$ cat config.mk
export PLATFORM = sky130hd
export DESIGN_NAME = calendar_datetime_add_top
export DESIGN_NICKNAME = d
export VERILOG_FILES = /design/src/rtl/core/cdt_pkg.sv /design/src/rtl/core/calendar_datetime_add_top.sv /design/src/rtl/core/cdt_div.sv
export SDC_FILE = /design/constraint.sdc
export NUM_CORES = 2
export LEC_CHECK = 0
export BUFFER_PORTS_ARGS = -buffer_cell sky130_fd_sc_hd__buf_2
export CELL_PAD_IN_SITES_DETAIL_PLACEMENT = 0
export CELL_PAD_IN_SITES_GLOBAL_PLACEMENT = 1
export CORE_MARGIN = 5
export CORE_UTILIZATION = 45
export DETAILED_ROUTE_END_ITERATION = 10
export PLACE_DENSITY = 0.78
export SLEW_MARGIN = 20
export SYNTH_ARGS = -nofsm -noshare
export SYNTH_HDL_FRONTEND = slang
export SYNTH_HIERARCHICAL = 1
export SYNTH_SLANG_ARGS = --single-unit
$ cat constraint.sdc
create_clock -name clk -period 6.16 [get_ports clk]
set_clock_uncertainty 0.2 [all_clocks]
set_input_delay 0.616 -clock clk [delete_from_list [all_inputs] [get_ports clk]]
set_output_delay 0.616 -clock clk [all_outputs]
set_load 0.1 [all_outputs]
$ cat src/rtl/core/cdt_pkg.sv
`default_nettype none
// ----------------------------------------------------------------------------
// cdt_pkg: shared types, constants and functions of the date-time adder
// Holds the beat structs of both channels, the unit and error codes, the
// month length table and the divisor selection of the shared divider.
// ----------------------------------------------------------------------------
package cdt_pkg;

	// Width of the amount field.
	localparam int unsigned AMOUNT_WIDTH = 16;

	// Calendar constants.
	localparam int unsigned YEAR_MAX    = 65535;
	localparam int unsigned MONTHS      = 12;
	localparam int unsigned HOURS       = 24;
	localparam int unsigned MINUTES     = 60;
	localparam int unsigned LEAP_DAYS   = 29;
	localparam int unsigned FEBRUARY    = 2;
	localparam int unsigned DAYS_PER_4Y = 1461;

	// Widths of the four-year shortcut and of the divider remainder.
	localparam int unsigned QC_W      = 14;
	localparam int unsigned PROD_W    = 25;
	localparam int unsigned DIVISOR_W = 11;

	localparam logic [4:0] MONTH_DAYS [12] = '{
		5'd31, 5'd28, 5'd31, 5'd30, 5'd31, 5'd30,
		5'd31, 5'd31, 5'd30, 5'd31, 5'd30, 5'd31
	};

	typedef enum logic [2:0] {
		UNIT_YEAR   = 3'd0,
		UNIT_MONTH  = 3'd1,
		UNIT_DAY    = 3'd2,
		UNIT_HOUR   = 3'd3,
		UNIT_MINUTE = 3'd4
	} unit_t;

	typedef enum logic [1:0] {
		ERR_NONE = 2'd0,
		ERR_ZERO = 2'd1,
		ERR_UNIT = 2'd2,
		ERR_OVF  = 2'd3
	} err_t;

	typedef enum logic [1:0] {
		DIV_BY_12   = 2'd0,
		DIV_BY_24   = 2'd1,
		DIV_BY_60   = 2'd2,
		DIV_BY_1461 = 2'd3
	} div_sel_t;

	typedef struct packed {
		logic [15:0]             start_year;
		logic [3:0]              start_month;
		logic [4:0]              start_day;
		logic [4:0]              start_hour;
		logic [5:0]              start_minute;
		logic [2:0]              req_type;
		logic [AMOUNT_WIDTH-1:0] amount;
	} req_t;

	typedef struct packed {
		logic [15:0] new_year;
		logic [3:0]  new_month;
		logic [5:0]  new_day;
		logic [4:0]  new_hour;
		logic [5:0]  new_minute;
		logic [1:0]  error_code;
	} rsp_t;

	// Control from the sequencer to the divider.
	typedef struct packed {
		logic     start;
		div_sel_t sel;
	} div_ctl_t;

	// Status from the divider to the sequencer.
	typedef struct packed {
		logic busy;
		logic done;
	} div_stat_t;

	// Length of a month; any month code outside January to December counts
	// as 31 days, and February is long in every year divisible by four.
	function automatic logic [4:0] month_len(input logic [3:0] mo, input logic [15:0] yr);
		logic [4:0] len;
		if (mo < 4'd1 || mo > 4'(MONTHS)) begin
			len = 5'd31;
		end else if (mo == 4'(FEBRUARY)) begin
			len = (yr[1:0] == 2'd0) ? 5'(LEAP_DAYS) : MONTH_DAYS[4'(FEBRUARY - 1)];
		end else begin
			len = MONTH_DAYS[4'(mo - 4'd1)];
		end
		return len;
	endfunction

	// Divisor value for a divider selection.
	function automatic logic [DIVISOR_W-1:0] div_value(input div_sel_t sel);
		logic [DIVISOR_W-1:0] val;
		case (sel)
			DIV_BY_12:   val = DIVISOR_W'(MONTHS);
			DIV_BY_24:   val = DIVISOR_W'(HOURS);
			DIV_BY_60:   val = DIVISOR_W'(MINUTES);
			default:     val = DIVISOR_W'(DAYS_PER_4Y);
		endcase
		return val;
	endfunction

endpackage
`default_nettype wire

$ cat src/rtl/core/calendar_datetime_add_top.sv
`default_nettype none
// ----------------------------------------------------------------------------
// calendar_datetime_add_top: adds an amount of one unit to a date-time
// A small sequencer steps the calendar one month, one day run or one carry
// per cycle and shares one divider for all unit conversions.
// ----------------------------------------------------------------------------
// Flow: a zero amount or a bad unit goes straight to the result, years add
//   directly, and a divide runs first for months, hours, minutes and long day
//   amounts; day carries then step through the calendar month by month.
// Throughput: one beat at a time; req_ready is high only while idle, in the
//   cycle after the result is loaded, so no new beat is taken before then.
// Reset: arst_n clears the sequencer and the output register; no clearing pass.
module calendar_datetime_add_top (
	input  logic          clk,
	input  logic          arst_n,
	input  logic          req_valid,
	output logic          req_ready,
	input  cdt_pkg::req_t req,
	output logic          rsp_valid,
	input  logic          rsp_ready,
	output cdt_pkg::rsp_t rsp
);

	localparam int unsigned AW     = cdt_pkg::AMOUNT_WIDTH;
	localparam int unsigned YSUM_W = ((AW > 16) ? AW : 16) + 1;
	localparam int unsigned CMP_W  = (AW > cdt_pkg::QC_W) ? AW : cdt_pkg::QC_W;
	localparam int unsigned QC_W   = cdt_pkg::QC_W;
	localparam int unsigned PROD_W = cdt_pkg::PROD_W;
	localparam int unsigned DW     = cdt_pkg::DIVISOR_W;

	typedef enum logic [4:0] {
		ST_IDLE,
		ST_DISPATCH,
		ST_YEAR,
		ST_MON_DIV,
		ST_MON_ADD,
		ST_DAY_CHK,
		ST_DAY_DIV,
		ST_DAY_MUL,
		ST_DAY_SUB,
		ST_DLOOP,
		ST_DFIN,
		ST_HR_DIV,
		ST_HFIN,
		ST_MIN_DIV,
		ST_MFIN,
		ST_AH0,
		ST_AH1,
		ST_AH_DIV,
		ST_ADAYS,
		ST_DONE
	} state_t;

	state_t                state_q;
	state_t                dret_q;
	state_t                hret_q;
	cdt_pkg::req_t         in_q;
	cdt_pkg::err_t         err_q;
	logic [15:0]           y_q;
	logic [3:0]            mo_q;
	logic [5:0]            d_q;
	logic [4:0]            h_q;
	logic [5:0]            mi_q;
	logic [AW-1:0]         k_q;
	logic [AW-1:0]         hk_q;
	logic [DW-1:0]         rem_q;
	logic [5:0]            mrem_q;
	logic [QC_W-1:0]       qc_q;
	logic [PROD_W-1:0]     prod_q;
	logic                  div_start_q;
	cdt_pkg::div_sel_t     div_sel_q;
	logic [AW-1:0]         div_arg_q;
	cdt_pkg::rsp_t         rsp_q;
	logic                  rsp_valid_q;

	cdt_pkg::div_ctl_t     div_ctl;
	cdt_pkg::div_stat_t    div_stat;
	logic [AW-1:0]         div_quot;
	logic [DW-1:0]         div_rem;

	logic [AW-1:0]         amt_c;
	logic [4:0]            ml_c;
	logic                  mo_wrap_c;
	logic [3:0]            inc_mo_c;
	logic [15:0]           inc_y_c;
	logic                  inc_ovf_c;
	logic [YSUM_W-1:0]     ysum_amt_c;
	logic [YSUM_W-1:0]     ysum_quot_c;
	logic [QC_W-1:0]       qmax_c;
	logic                  q_big_c;
	logic [QC_W-1:0]       qc_c;
	logic [3:0]            nm_c;
	logic [4:0]            mosum_c;
	logic [5:0]            dsum_c;
	logic [4:0]            room_c;
	logic [5:0]            hsum_c;
	logic [6:0]            misum_c;

	// Shared divider.
	assign div_ctl.start = div_start_q;
	assign div_ctl.sel   = div_sel_q;

	cdt_div #(
		.DIV_WIDTH(AW)
	) u_div (
		.clk      (clk),
		.arst_n   (arst_n),
		.ctl      (div_ctl),
		.dividend (div_arg_q),
		.stat     (div_stat),
		.quotient (div_quot),
		.remainder(div_rem)
	);

	// Month length and the single month step with its year carry.
	assign amt_c     = in_q.amount;
	assign ml_c      = cdt_pkg::month_len(mo_q, y_q);
	assign mo_wrap_c = (mo_q >= 4'(cdt_pkg::MONTHS));
	assign inc_mo_c  = mo_wrap_c ? 4'd1 : mo_q + 4'd1;
	assign inc_y_c   = mo_wrap_c ? y_q + 16'd1 : y_q;
	assign inc_ovf_c = mo_wrap_c && (y_q == 16'(cdt_pkg::YEAR_MAX));

	// Year sums with overflow headroom.
	assign ysum_amt_c  = YSUM_W'(y_q) + YSUM_W'(amt_c);
	assign ysum_quot_c = YSUM_W'(y_q) + YSUM_W'(div_quot);

	// Four-year shortcut, limited so that the year cannot pass its maximum.
	assign qmax_c  = QC_W'((16'(cdt_pkg::YEAR_MAX) - y_q) >> 2);
	assign q_big_c = (CMP_W'(div_quot) > CMP_W'(qmax_c));
	assign qc_c    = q_big_c ? qmax_c : QC_W'(div_quot);

	// Remainder adds of the months, days, hours and minutes.
	assign nm_c    = rem_q[3:0] + 4'd1;
	assign mosum_c = {1'b0, mo_q} + {1'b0, nm_c};
	assign dsum_c  = d_q + {1'b0, k_q[4:0]};
	assign room_c  = ml_c - d_q[4:0];
	assign hsum_c  = {1'b0, h_q} + {1'b0, rem_q[4:0]};
	assign misum_c = {1'b0, mi_q} + {1'b0, mrem_q};

	// Sequencer, working registers and output register.
	always_ff @(posedge clk or negedge arst_n) begin
		if (!arst_n) begin
			state_q     <= ST_IDLE;
			dret_q      <= ST_DONE;
			hret_q      <= ST_DONE;
			in_q        <= '0;
			err_q       <= cdt_pkg::ERR_NONE;
			y_q         <= '0;
			mo_q        <= '0;
			d_q         <= '0;
			h_q         <= '0;
			mi_q        <= '0;
			k_q         <= '0;
			hk_q        <= '0;
			rem_q       <= '0;
			mrem_q      <= '0;
			qc_q        <= '0;
			prod_q      <= '0;
			div_start_q <= 1'b0;
			div_sel_q   <= cdt_pkg::DIV_BY_12;
			div_arg_q   <= '0;
			rsp_q       <= '0;
			rsp_valid_q <= 1'b0;
		end else begin
			div_start_q <= 1'b0;
			if (rsp_valid_q && rsp_ready) begin
				rsp_valid_q <= 1'b0;
			end
			case (state_q)
				ST_IDLE: begin
					if (req_valid) begin
						in_q    <= req;
						y_q     <= req.start_year;
						mo_q    <= req.start_month;
						d_q     <= {1'b0, req.start_day};
						h_q     <= req.start_hour;
						mi_q    <= req.start_minute;
						err_q   <= cdt_pkg::ERR_NONE;
						state_q <= ST_DISPATCH;
					end
				end
				ST_DISPATCH: begin
					if (amt_c == '0) begin
						err_q   <= cdt_pkg::ERR_ZERO;
						state_q <= ST_DONE;
					end else begin
						case (cdt_pkg::unit_t'(in_q.req_type))
							cdt_pkg::UNIT_YEAR: begin
								state_q <= ST_YEAR;
							end
							cdt_pkg::UNIT_MONTH: begin
								div_start_q <= 1'b1;
								div_sel_q   <= cdt_pkg::DIV_BY_12;
								div_arg_q   <= amt_c - AW'(1);
								state_q     <= ST_MON_DIV;
							end
							cdt_pkg::UNIT_DAY: begin
								state_q <= ST_DAY_CHK;
							end
							cdt_pkg::UNIT_HOUR: begin
								div_start_q <= 1'b1;
								div_sel_q   <= cdt_pkg::DIV_BY_24;
								div_arg_q   <= amt_c;
								state_q     <= ST_HR_DIV;
							end
							cdt_pkg::UNIT_MINUTE: begin
								div_start_q <= 1'b1;
								div_sel_q   <= cdt_pkg::DIV_BY_60;
								div_arg_q   <= amt_c;
								state_q     <= ST_MIN_DIV;
							end
							default: begin
								err_q   <= cdt_pkg::ERR_UNIT;
								state_q <= ST_DONE;
							end
						endcase
					end
				end
				// Whole years add directly.
				ST_YEAR: begin
					if (ysum_amt_c > YSUM_W'(cdt_pkg::YEAR_MAX)) begin
						err_q <= cdt_pkg::ERR_OVF;
					end else begin
						y_q <= ysum_amt_c[15:0];
					end
					state_q <= ST_DONE;
				end
				// Months: whole years first, then the remaining 1 to 12 months.
				ST_MON_DIV: begin
					if (div_stat.done) begin
						if (ysum_quot_c > YSUM_W'(cdt_pkg::YEAR_MAX)) begin
							err_q   <= cdt_pkg::ERR_OVF;
							state_q <= ST_DONE;
						end else begin
							y_q     <= ysum_quot_c[15:0];
							rem_q   <= div_rem;
							state_q <= ST_MON_ADD;
						end
					end
				end
				ST_MON_ADD: begin
					if (mosum_c > 5'(cdt_pkg::MONTHS)) begin
						mo_q <= 4'(mosum_c - 5'(cdt_pkg::MONTHS));
						if (y_q == 16'(cdt_pkg::YEAR_MAX)) begin
							err_q <= cdt_pkg::ERR_OVF;
						end else begin
							y_q <= y_q + 16'd1;
						end
					end else begin
						mo_q <= mosum_c[3:0];
					end
					state_q <= ST_DONE;
				end
				// Days: skip whole four-year spans for a valid month and an amount over 1461.
				ST_DAY_CHK: begin
					if (mo_q >= 4'd1 && mo_q <= 4'(cdt_pkg::MONTHS) &&
					    32'(amt_c) > cdt_pkg::DAYS_PER_4Y) begin
						div_start_q <= 1'b1;
						div_sel_q   <= cdt_pkg::DIV_BY_1461;
						div_arg_q   <= amt_c - AW'(1);
						state_q     <= ST_DAY_DIV;
					end else begin
						k_q     <= amt_c;
						state_q <= ST_DLOOP;
					end
				end
				ST_DAY_DIV: begin
					if (div_stat.done) begin
						qc_q <= qc_c;
						y_q  <= y_q + 16'({qc_c, 2'b00});
						if (q_big_c) begin
							state_q <= ST_DAY_MUL;
						end else begin
							k_q     <= AW'(div_rem) + AW'(1);
							state_q <= ST_DLOOP;
						end
					end
				end
				ST_DAY_MUL: begin
					prod_q  <= PROD_W'(qc_q) * PROD_W'(cdt_pkg::DAYS_PER_4Y);
					state_q <= ST_DAY_SUB;
				end
				ST_DAY_SUB: begin
					k_q     <= amt_c - AW'(prod_q);
					state_q <= ST_DLOOP;
				end
				// Take off whole months while the amount exceeds this month.
				ST_DLOOP: begin
					if (k_q <= AW'(ml_c)) begin
						state_q <= ST_DFIN;
					end else if (inc_ovf_c) begin
						err_q   <= cdt_pkg::ERR_OVF;
						state_q <= ST_DONE;
					end else begin
						k_q  <= k_q - AW'(ml_c);
						mo_q <= inc_mo_c;
						y_q  <= inc_y_c;
					end
				end
				ST_DFIN: begin
					if (dsum_c > {1'b0, ml_c}) begin
						d_q <= dsum_c - {1'b0, ml_c};
						if (inc_ovf_c) begin
							err_q <= cdt_pkg::ERR_OVF;
						end else begin
							mo_q <= inc_mo_c;
							y_q  <= inc_y_c;
						end
					end else begin
						d_q <= dsum_c;
					end
					state_q <= ST_DONE;
				end
				// Hours: whole days, then the remaining hours with one carry.
				ST_HR_DIV: begin
					if (div_stat.done) begin
						k_q     <= div_quot;
						rem_q   <= div_rem;
						dret_q  <= ST_HFIN;
						state_q <= ST_ADAYS;
					end
				end
				ST_HFIN: begin
					if (hsum_c > 6'(cdt_pkg::HOURS - 1)) begin
						h_q     <= 5'(hsum_c - 6'(cdt_pkg::HOURS));
						k_q     <= AW'(1);
						dret_q  <= ST_DONE;
						state_q <= ST_ADAYS;
					end else begin
						h_q     <= hsum_c[4:0];
						state_q <= ST_DONE;
					end
				end
				// Minutes: whole hours, then the remaining minutes with one carry.
				ST_MIN_DIV: begin
					if (div_stat.done) begin
						hk_q    <= div_quot;
						mrem_q  <= div_rem[5:0];
						hret_q  <= ST_MFIN;
						state_q <= ST_AH0;
					end
				end
				ST_MFIN: begin
					if (misum_c > 7'(cdt_pkg::MINUTES - 1)) begin
						mi_q    <= 6'(misum_c - 7'(cdt_pkg::MINUTES));
						hk_q    <= AW'(1);
						hret_q  <= ST_DONE;
						state_q <= ST_AH0;
					end else begin
						mi_q    <= misum_c[5:0];
						state_q <= ST_DONE;
					end
				end
				// Hour carry: an out-of-range hour first rolls into a new day.
				ST_AH0: begin
					if (hk_q == '0) begin
						state_q <= hret_q;
					end else if (h_q > 5'(cdt_pkg::HOURS - 1)) begin
						h_q     <= '0;
						hk_q    <= hk_q - AW'(1);
						k_q     <= AW'(1);
						dret_q  <= ST_AH1;
						state_q <= ST_ADAYS;
					end else begin
						state_q <= ST_AH1;
					end
				end
				ST_AH1: begin
					div_start_q <= 1'b1;
					div_sel_q   <= cdt_pkg::DIV_BY_24;
					div_arg_q   <= AW'(h_q) + hk_q;
					state_q     <= ST_AH_DIV;
				end
				ST_AH_DIV: begin
					if (div_stat.done) begin
						h_q     <= div_rem[4:0];
						k_q     <= div_quot;
						dret_q  <= hret_q;
						state_q <= ST_ADAYS;
					end
				end
				// Day carry: fill the current month or roll to the next one.
				ST_ADAYS: begin
					if (k_q == '0) begin
						state_q <= dret_q;
					end else if ((d_q + 6'd1) > {1'b0, ml_c}) begin
						if (inc_ovf_c) begin
							err_q   <= cdt_pkg::ERR_OVF;
							state_q <= ST_DONE;
						end else begin
							d_q  <= 6'd1;
							k_q  <= k_q - AW'(1);
							mo_q <= inc_mo_c;
							y_q  <= inc_y_c;
						end
					end else if (k_q < AW'(room_c)) begin
						d_q <= d_q + {1'b0, k_q[4:0]};
						k_q <= '0;
					end else begin
						d_q <= d_q + {1'b0, room_c};
						k_q <= k_q - AW'(room_c);
					end
				end
				// Hand the result to the output register once it is free.
				ST_DONE: begin
					if (!rsp_valid_q || rsp_ready) begin
						if (err_q != cdt_pkg::ERR_NONE) begin
							rsp_q.new_year   <= in_q.start_year;
							rsp_q.new_month  <= in_q.start_month;
							rsp_q.new_day    <= {1'b0, in_q.start_day};
							rsp_q.new_hour   <= in_q.start_hour;
							rsp_q.new_minute <= in_q.start_minute;
						end else begin
							rsp_q.new_year   <= y_q;
							rsp_q.new_month  <= mo_q;
							rsp_q.new_day    <= d_q;
							rsp_q.new_hour   <= h_q;
							rsp_q.new_minute <= mi_q;
						end
						rsp_q.error_code <= err_q;
						rsp_valid_q      <= 1'b1;
						state_q          <= ST_IDLE;
					end
				end
				default: begin
					state_q <= ST_IDLE;
				end
			endcase
		end
	end

	assign req_ready = (state_q == ST_IDLE);
	assign rsp_valid = rsp_valid_q;
	assign rsp       = rsp_q;

	// One beat at a time: no second beat right after an accepted one.
	a_one_beat: assert property (@(posedge clk) disable iff (!arst_n)
		req_valid && req_ready |=> !req_ready)
		else $error("second beat accepted while busy");

	// The divider finishes only while the sequencer waits for it.
	a_div_wait: assert property (@(posedge clk) disable iff (!arst_n)
		div_stat.done |-> (state_q == ST_MON_DIV || state_q == ST_DAY_DIV ||
		                   state_q == ST_HR_DIV || state_q == ST_MIN_DIV ||
		                   state_q == ST_AH_DIV))
		else $error("divider result arrived outside a wait state");

	// The month stepper always has at least one day left to place.
	a_days_left: assert property (@(posedge clk) disable iff (!arst_n)
		state_q == ST_DLOOP |-> k_q != '0)
		else $error("month stepper entered with no days");

endmodule
`default_nettype wire

$ cat src/rtl/core/cdt_div.sv
`default_nettype none
// ----------------------------------------------------------------------------
// cdt_div: divider by a selectable calendar constant
// Multiplies the dividend by a rounded-up reciprocal of 12, 24, 60 or 1461,
// takes the quotient from the upper product bits and forms the remainder by
// a multiply and subtract. The result is ready when done pulses after the remainder.
// ----------------------------------------------------------------------------
module cdt_div #(
	parameter int unsigned DIV_WIDTH = cdt_pkg::AMOUNT_WIDTH
) (
	input  logic                             clk,
	input  logic                             arst_n,
	input  cdt_pkg::div_ctl_t                ctl,
	input  logic [DIV_WIDTH-1:0]             dividend,
	output cdt_pkg::div_stat_t               stat,
	output logic [DIV_WIDTH-1:0]             quotient,
	output logic [cdt_pkg::DIVISOR_W-1:0]    remainder
);

	localparam int unsigned DW = cdt_pkg::DIVISOR_W;
	localparam int unsigned RW = DIV_WIDTH + 1;
	localparam int unsigned PW = DIV_WIDTH + RW;
	localparam int unsigned BW = DIV_WIDTH + DW;

	// A shift of the dividend width plus the divisor's bit length keeps the
	// rounded-up reciprocal exact for every dividend.
	localparam int unsigned SH_12   = DIV_WIDTH + $clog2(cdt_pkg::MONTHS);
	localparam int unsigned SH_24   = DIV_WIDTH + $clog2(cdt_pkg::HOURS);
	localparam int unsigned SH_60   = DIV_WIDTH + $clog2(cdt_pkg::MINUTES);
	localparam int unsigned SH_1461 = DIV_WIDTH + $clog2(cdt_pkg::DAYS_PER_4Y);
	localparam longint unsigned REC_12 =
		((64'd1 << SH_12) + 64'(cdt_pkg::MONTHS) - 64'd1) / 64'(cdt_pkg::MONTHS);
	localparam longint unsigned REC_24 =
		((64'd1 << SH_24) + 64'(cdt_pkg::HOURS) - 64'd1) / 64'(cdt_pkg::HOURS);
	localparam longint unsigned REC_60 =
		((64'd1 << SH_60) + 64'(cdt_pkg::MINUTES) - 64'd1) / 64'(cdt_pkg::MINUTES);
	localparam longint unsigned REC_1461 =
		((64'd1 << SH_1461) + 64'(cdt_pkg::DAYS_PER_4Y) - 64'd1) /
		64'(cdt_pkg::DAYS_PER_4Y);

	typedef enum logic [1:0] {
		PH_IDLE,
		PH_MUL,
		PH_SHIFT,
		PH_REM
	} phase_t;

	phase_t               phase_q;
	logic                 done_q;
	cdt_pkg::div_sel_t    sel_q;
	logic [DIV_WIDTH-1:0] arg_q;
	logic [PW-1:0]        prod_q;
	logic [DIV_WIDTH-1:0] quot_q;
	logic [DW-1:0]        rem_q;
	logic [RW-1:0]        recip_c;
	logic [DIV_WIDTH-1:0] quot_c;
	logic [DW-1:0]        divisor_c;
	logic [BW-1:0]        back_c;

	// Reciprocal and quotient extraction for the selected divisor.
	always_comb begin
		case (sel_q)
			cdt_pkg::DIV_BY_12: begin
				recip_c = RW'(REC_12);
				quot_c  = DIV_WIDTH'(prod_q >> SH_12);
			end
			cdt_pkg::DIV_BY_24: begin
				recip_c = RW'(REC_24);
				quot_c  = DIV_WIDTH'(prod_q >> SH_24);
			end
			cdt_pkg::DIV_BY_60: begin
				recip_c = RW'(REC_60);
				quot_c  = DIV_WIDTH'(prod_q >> SH_60);
			end
			default: begin
				recip_c = RW'(REC_1461);
				quot_c  = DIV_WIDTH'(prod_q >> SH_1461);
			end
		endcase
	end

	// Quotient times divisor, taken off the dividend for the remainder.
	assign divisor_c = cdt_pkg::div_value(sel_q);
	assign back_c    = BW'(quot_q) * BW'(divisor_c);

	// Multiply, extract the quotient, then form the remainder.
	always_ff @(posedge clk or negedge arst_n) begin
		if (!arst_n) begin
			phase_q <= PH_IDLE;
			done_q  <= 1'b0;
			sel_q   <= cdt_pkg::DIV_BY_12;
			arg_q   <= '0;
			prod_q  <= '0;
			quot_q  <= '0;
			rem_q   <= '0;
		end else begin
			if (ctl.start) begin
				phase_q <= PH_MUL;
				done_q  <= 1'b0;
				sel_q   <= ctl.sel;
				arg_q   <= dividend;
			end else begin
				case (phase_q)
					PH_MUL: begin
						prod_q  <= PW'(arg_q) * PW'(recip_c);
						phase_q <= PH_SHIFT;
						done_q  <= 1'b0;
					end
					PH_SHIFT: begin
						quot_q  <= quot_c;
						phase_q <= PH_REM;
						done_q  <= 1'b0;
					end
					PH_REM: begin
						rem_q   <= DW'(arg_q - back_c[DIV_WIDTH-1:0]);
						phase_q <= PH_IDLE;
						done_q  <= 1'b1;
					end
					default: begin
						done_q <= 1'b0;
					end
				endcase
			end
		end
	end

	assign stat.busy = (phase_q != PH_IDLE);
	assign stat.done = done_q;
	assign quotient  = quot_q;
	assign remainder = rem_q;

	// A start always leads into a busy phase.
	a_start_busy: assert property (@(posedge clk) disable iff (!arst_n)
		ctl.start |=> (phase_q != PH_IDLE))
		else $error("divider did not go busy after start");

	// The done pulse comes only after the busy phase has ended.
	a_done_idle: assert property (@(posedge clk) disable iff (!arst_n)
		done_q |-> (phase_q == PH_IDLE))
		else $error("divider done while still busy");

	// The remainder always stays below the divisor.
	a_rem_range: assert property (@(posedge clk) disable iff (!arst_n)
		done_q |-> (rem_q < divisor_c))
		else $error("divider remainder out of range");

	// Quotient and remainder rebuild the dividend exactly.
	a_exact: assert property (@(posedge clk) disable iff (!arst_n)
		done_q |-> ((back_c + BW'(rem_q)) == BW'(arg_q)))
		else $error("divider quotient is not exact");

endmodule
`default_nettype wire

After elaboration in Yosys (flattened, before gate mapping)
Memory sizes are Yosys's and may differ from the RTL's.
Index checks and enable logic that the tools add are counted.
- reductions and logical operators: 55
- mux-type cells: 133
- multiply operators: 3
- $add $sub $neg: 28
- magnitude comparators: 18
- eq/ne operators: 63
- bitwise gates (word level): 2
- operators with widths (cell ; count):
    16-bit two-way mux ; 31
    16-bit one-hot mux with 8 select lines ; 2
    5-bit two-way mux ; 33
    16-bit one-hot mux with 3 select lines ; 2
    5-bit one-hot mux with 17 select lines ; 1
    16-bit zero test ; 3
    6-bit two-way mux ; 8
    16-bit by 1-bit subtractor with 16-bit output, second input constant ; 3
    2-bit != test, second input constant ; 22
    5-bit by 4-bit equality test with 1-bit output, second input constant ; 8
    4-bit two-way mux ; 10
    5-bit one-hot mux with 4 select lines ; 2
    13-bit one-hot mux with 3 select lines ; 1
    37-bit two-way mux ; 1
    12-bit AND reduction ; 3
    16-bit by 16-bit adder with 17-bit output ; 2
    17-bit by 16-bit > comparator with 1-bit output, second input constant ; 2
    2-bit two-way mux ; 17
    16-bit by 17-bit multiplier with 33-bit output ; 1
    11-bit one-hot mux with 3 select lines ; 1
    16-bit one-hot mux with 2 select lines ; 1
    16-bit by 5-bit subtractor with 16-bit output ; 2
    15-bit one-hot mux with 2 select lines ; 1
    5-bit one-hot mux with 5 select lines ; 1
    other kinds (81) ; 144
- input bits: 59
- ROM bits: 80
- output and inout bits: 41
- register bits: 322
- memories: 1
- word-level logic and storage cells: 342
- memory list (name ; depth ; width ; rd ports ; clocked after memory_dff ; write ports ; line ; RTL):
    (no name shown) ; 16 ; 5 ; 1 ; 0 ; 0 ; cdt_pkg.sv:93 ; len = MONTH_DAYS[4'(mo - 4'd1)];

Logic depth before layout (Yosys ltp)
- depth after elaboration: 13
- gate-level depth with buffers: 27
- mapped depth without buffers: 26

Modules after synthesis
The synthesis kept the hierarchy.
- modules (own cells, without submodules) (module ; area an instance (µm²) ; cells each ; times used ; sequential area each (µm²)):
    calendar_datetime_add_top ; 20922.6 ; 2487 ; 1 ; 5935.7
    cdt_div ; 10581.4 ; 1146 ; 1 ; 1451.4

Least setup slack after synthesis
OpenSTA, ideal clock, no wires.
- kind: reg-to-reg
- from: register u_div.sel_q[1]
- to: register u_div.prod_q[32]
- cell stages (with the launch flop): 25
- library setup time: 126 ps
- slack: -310 ps
- required time: 5834 ps
- arrival time: 6144 ps
- path buffers: 3
- clock period less this slack: 6470 ps
- cell sequence: dfrtp_1 clkbuf_1 and2_1 clkbuf_1 buf_1 nor2_1 fa_1 fa_1 inv_1 fa_1 inv_1 fa_1 fa_1 inv_1 fa_1 inv_1 ha_1 and4_1 nand2_1 or3_4 o211ai_2 nand2_1 o21ai_0 mux2i_1 nand2_1
- cells in the longest elaborated chain, start to end: 4
- elaborated cells between the ends (all ways): 6
- classes of those cells: mul: 1; eq/ne: 2; mux: 1; reduce/logical: 2
- RTL lines (what ; line ; RTL):
    start: declaration ; cdt_div.sv:50 ; cdt_pkg::div_sel_t sel_q;
    start signal: assignment ; cdt_div.sv:91 ; sel_q <= cdt_pkg::DIV_BY_12;
    start signal: assignment ; cdt_div.sv:100 ; sel_q <= ctl.sel;
    2-bit by 1-bit equality test with 1-bit output or 2-bit zero test (tied branches) ; cdt_div.sv:62 ; case (sel_q)
    2-bit OR reduction (no line) ; -- ;
    15-bit one-hot mux with 2 select lines (*) ; cdt_div.sv:62 ;
    16-bit by 17-bit multiplier with 33-bit output (*) ; cdt_div.sv:105 ; prod_q <= PW'(arg_q) * PW'(recip_c);
    end signal: assignment ; cdt_div.sv:105 ;
    end: declaration ; cdt_div.sv:52 ; logic [PW-1:0] prod_q;
Every way passes the cells marked *; elsewhere a longest branch is shown, timed or not.
A chain may end at the register's enable or synchronous reset.

Worst setup path after layout
- from: register u_div.sel_q[1]
- to: register u_div.prod_q[30]
The elaborated chain is that of the path after synthesis.

==> reports/qor.yml <==
logic_synthesis:
  synth_cells: 3632
  yosys_warnings: 6
  syn_area_sq_mm: 0.0315
  syn_avg_cell_area_sq_um: 8.67
detailed_routing:
  vias: 27300
  wl_per_cell_microns: 21.6
  post-route-drc-count: 0
  vias_per_cell: 5.73
  drt_first_pass_iters: 9
  drt_wl_total_microns: 103000
  antenna_left: 0
  drt_iter0_markers: 2655
clock_network:
  clock-sinks: 295
  htreeDepth: 2
  cts-buffers-inserted: 37
  clk_latency_ns: 0.58
  cts_tree: "done"
  path_clk_slew_ns: 0.06
  cts_root_buffer: "clkbuf_16"
  clock_path_buffers: 3
sta:
  fin_crit_sh: 0.994
  holdWs_ns: 0.0318
  tightest_slew_ns: 1.12
  finalMaxSlewViolations: 0
  slew_headroom: 0.253
  max_freq_ghz: 0.163
  setup_viol_count_final: 0
  hold_viol: 0
  rsz0062_at_grt: "true"
  min_period_ns: 6.13
global_routing:
  grt_max_degree: 128
  grt_use_met1: 0.389
  first_global_vias: 26800
  grt_pass1_wl_microns: 161000
  met3_usage: 0.0411
  overflow: 0
  antenna_found_initial: 1
  grt-busiest-layer: "met2"
  use_met2: 0.431
  grt_use_total: 0.272
floorplanning:
  core_sq_mm: 0.0698
  dieArea_sq_mm: 0.0754
  fp-row-count: 97
  ios: 100
  die_y_microns: 275
  die_w_microns: 275
  start_util: 0.451
critical_path:
  worstPathArrival_ns: 6.40
  crit_slowest_cell: "fa_1"
  path_buf_inv: 5
  path_common_cell: "fa_1"
  crit_fanout: 7
  path_class: "reg2reg"
  worstPathRequired_ns: 6.44
  crit_family: "adder cells"
  worst_setup_path_end_kind: "flop"
  path_cells: "and2_4 -> nor2_2 -> buf_4 -> ha_1 -> inv_1 -> fa_1 -> inv_1 -> fa_1 -> fa_1 -> fa_1 -> inv_1 -> fa_1 -> inv_1 -> ha_1 -> and4_4 -> nand2_4 -> or3_4 -> o211ai_4 -> a31oi_4 -> o211ai_2 -> nor3_2 -> o31ai_2"
  start_kind: "flop"
  cpPeakStageDelay_ns: 0.57
job:
  cap_violations: 0
finish:
  fin_nets: 4414
  fillers: 6746
  final_area_sq_mm: 0.0355
  drive_above_1_share: 0.132
  postLayoutCoreUtil: 0.509
  mostFrequentLayoutCells: "nand2_1 (437), inv_1 (375), ha_1 (354)"
  syn_to_final_growth_pct: 12.7
  layout_commonest_cell: "nand2_1"
place:
  dp.final_hpwl_microns: 80500
  io_buffers: 99
  placed_cell_area_sq_mm: 0.0338
  place_congestion: 0.964
outcome:
  status: "finished clean"
min_path:
  hp-class: "in2reg"
[final timing paths]
kind | slack [ns] | to | from | cells after the start
min | 0.03 | amt_c[4]$_DFFE_PN0P_ | req[4] | 3
max | 0.03 | u_div/prod_q[30]$_DFFE_PN0P_ | u_div/sel_q[1]$_DFFE_PN0P_ | 22
min reg2reg | 0.27 | in_q[53]$_DFFE_PN0P_ | in_q[53]$_DFFE_PN0P_ | 2
max in group asynchronous | 3.76 | u_div/sel_q[1]$_DFFE_PN0P_ | arst_n | 3
min in group asynchronous | 0.48 | qc_q[8]$_DFFE_PN0P_ | arst_n | 2
max reg2reg | 0.03 | u_div/prod_q[30]$_DFFE_PN0P_ | u_div/sel_q[1]$_DFFE_PN0P_ | 22
[routing by layer]
layer  up-vias  wire length, microns  share of wire
met2       939                 46100           0.45
met5         -                     6       0.000058
met4         2                  3080          0.030
met1     13300                 46400           0.45
li1      12900                     -              -
met3       168                  7110          0.069
[through the flow]
step	worst slack [ns]	TNS [ns]	std cells
after floorplan	0.0123	0	3638
after global placement	-0.175	-0.604	4686
after detailed placement	-0.202	-1.09	4686
after CTS	0.0138	0	4760
after global routing	-0.192	-0.821	4763
final	0.0341	0	4764
[cell type report]
| cell class | count | area (sq um) | area share |
|---|---|---|---|
| multi-input combinational | 2805 | 22300 | 0.628 |
| sequential | 295 | 7390 | 0.208 |
| timing repair buffer | 277 | 1890 | 0.0533 |
| inverter | 378 | 1420 | 0.0401 |
| tap | 940 | 1180 | 0.0331 |
| clock buffer | 48 | 1010 | 0.0284 |
| clock inverter | 20 | 322 | 0.00906 |
| antenna | 1 | 2.50 | 0.0000705 |
[worst reg2reg max path, cell delays in order, from the launching register on]
cell	delay (ns)
dfrtp_2	0.45
and2_4	0.24
nor2_2	0.06
buf_4	0.15
ha_1	0.27
inv_1	0.07
fa_1	0.54
inv_1	0.06
fa_1	0.57
fa_1	0.43
fa_1	0.50
inv_1	0.05
fa_1	0.47
inv_1	0.04
ha_1	0.29
and4_4	0.25
nand2_4	0.06
or3_4	0.38
o211ai_4	0.28
a31oi_4	0.15
o211ai_2	0.24
nor3_2	0.07
o31ai_2	0.20
[repair_timing]
action / in CTS / in global routing
hold buffers: 1 / 0
endpoints found under the hold margin: 96 / 0
resized for setup: 30 / 38
endpoints found under the setup margin: 9 / 13
pin swaps: 10 / 27
setup buffers: 5 / 4
cloned: 0 / 0
Power is left out: the tool's default activity adds up to more than one toggle a clock period on the data nets, which glitch-free logic cannot reach.
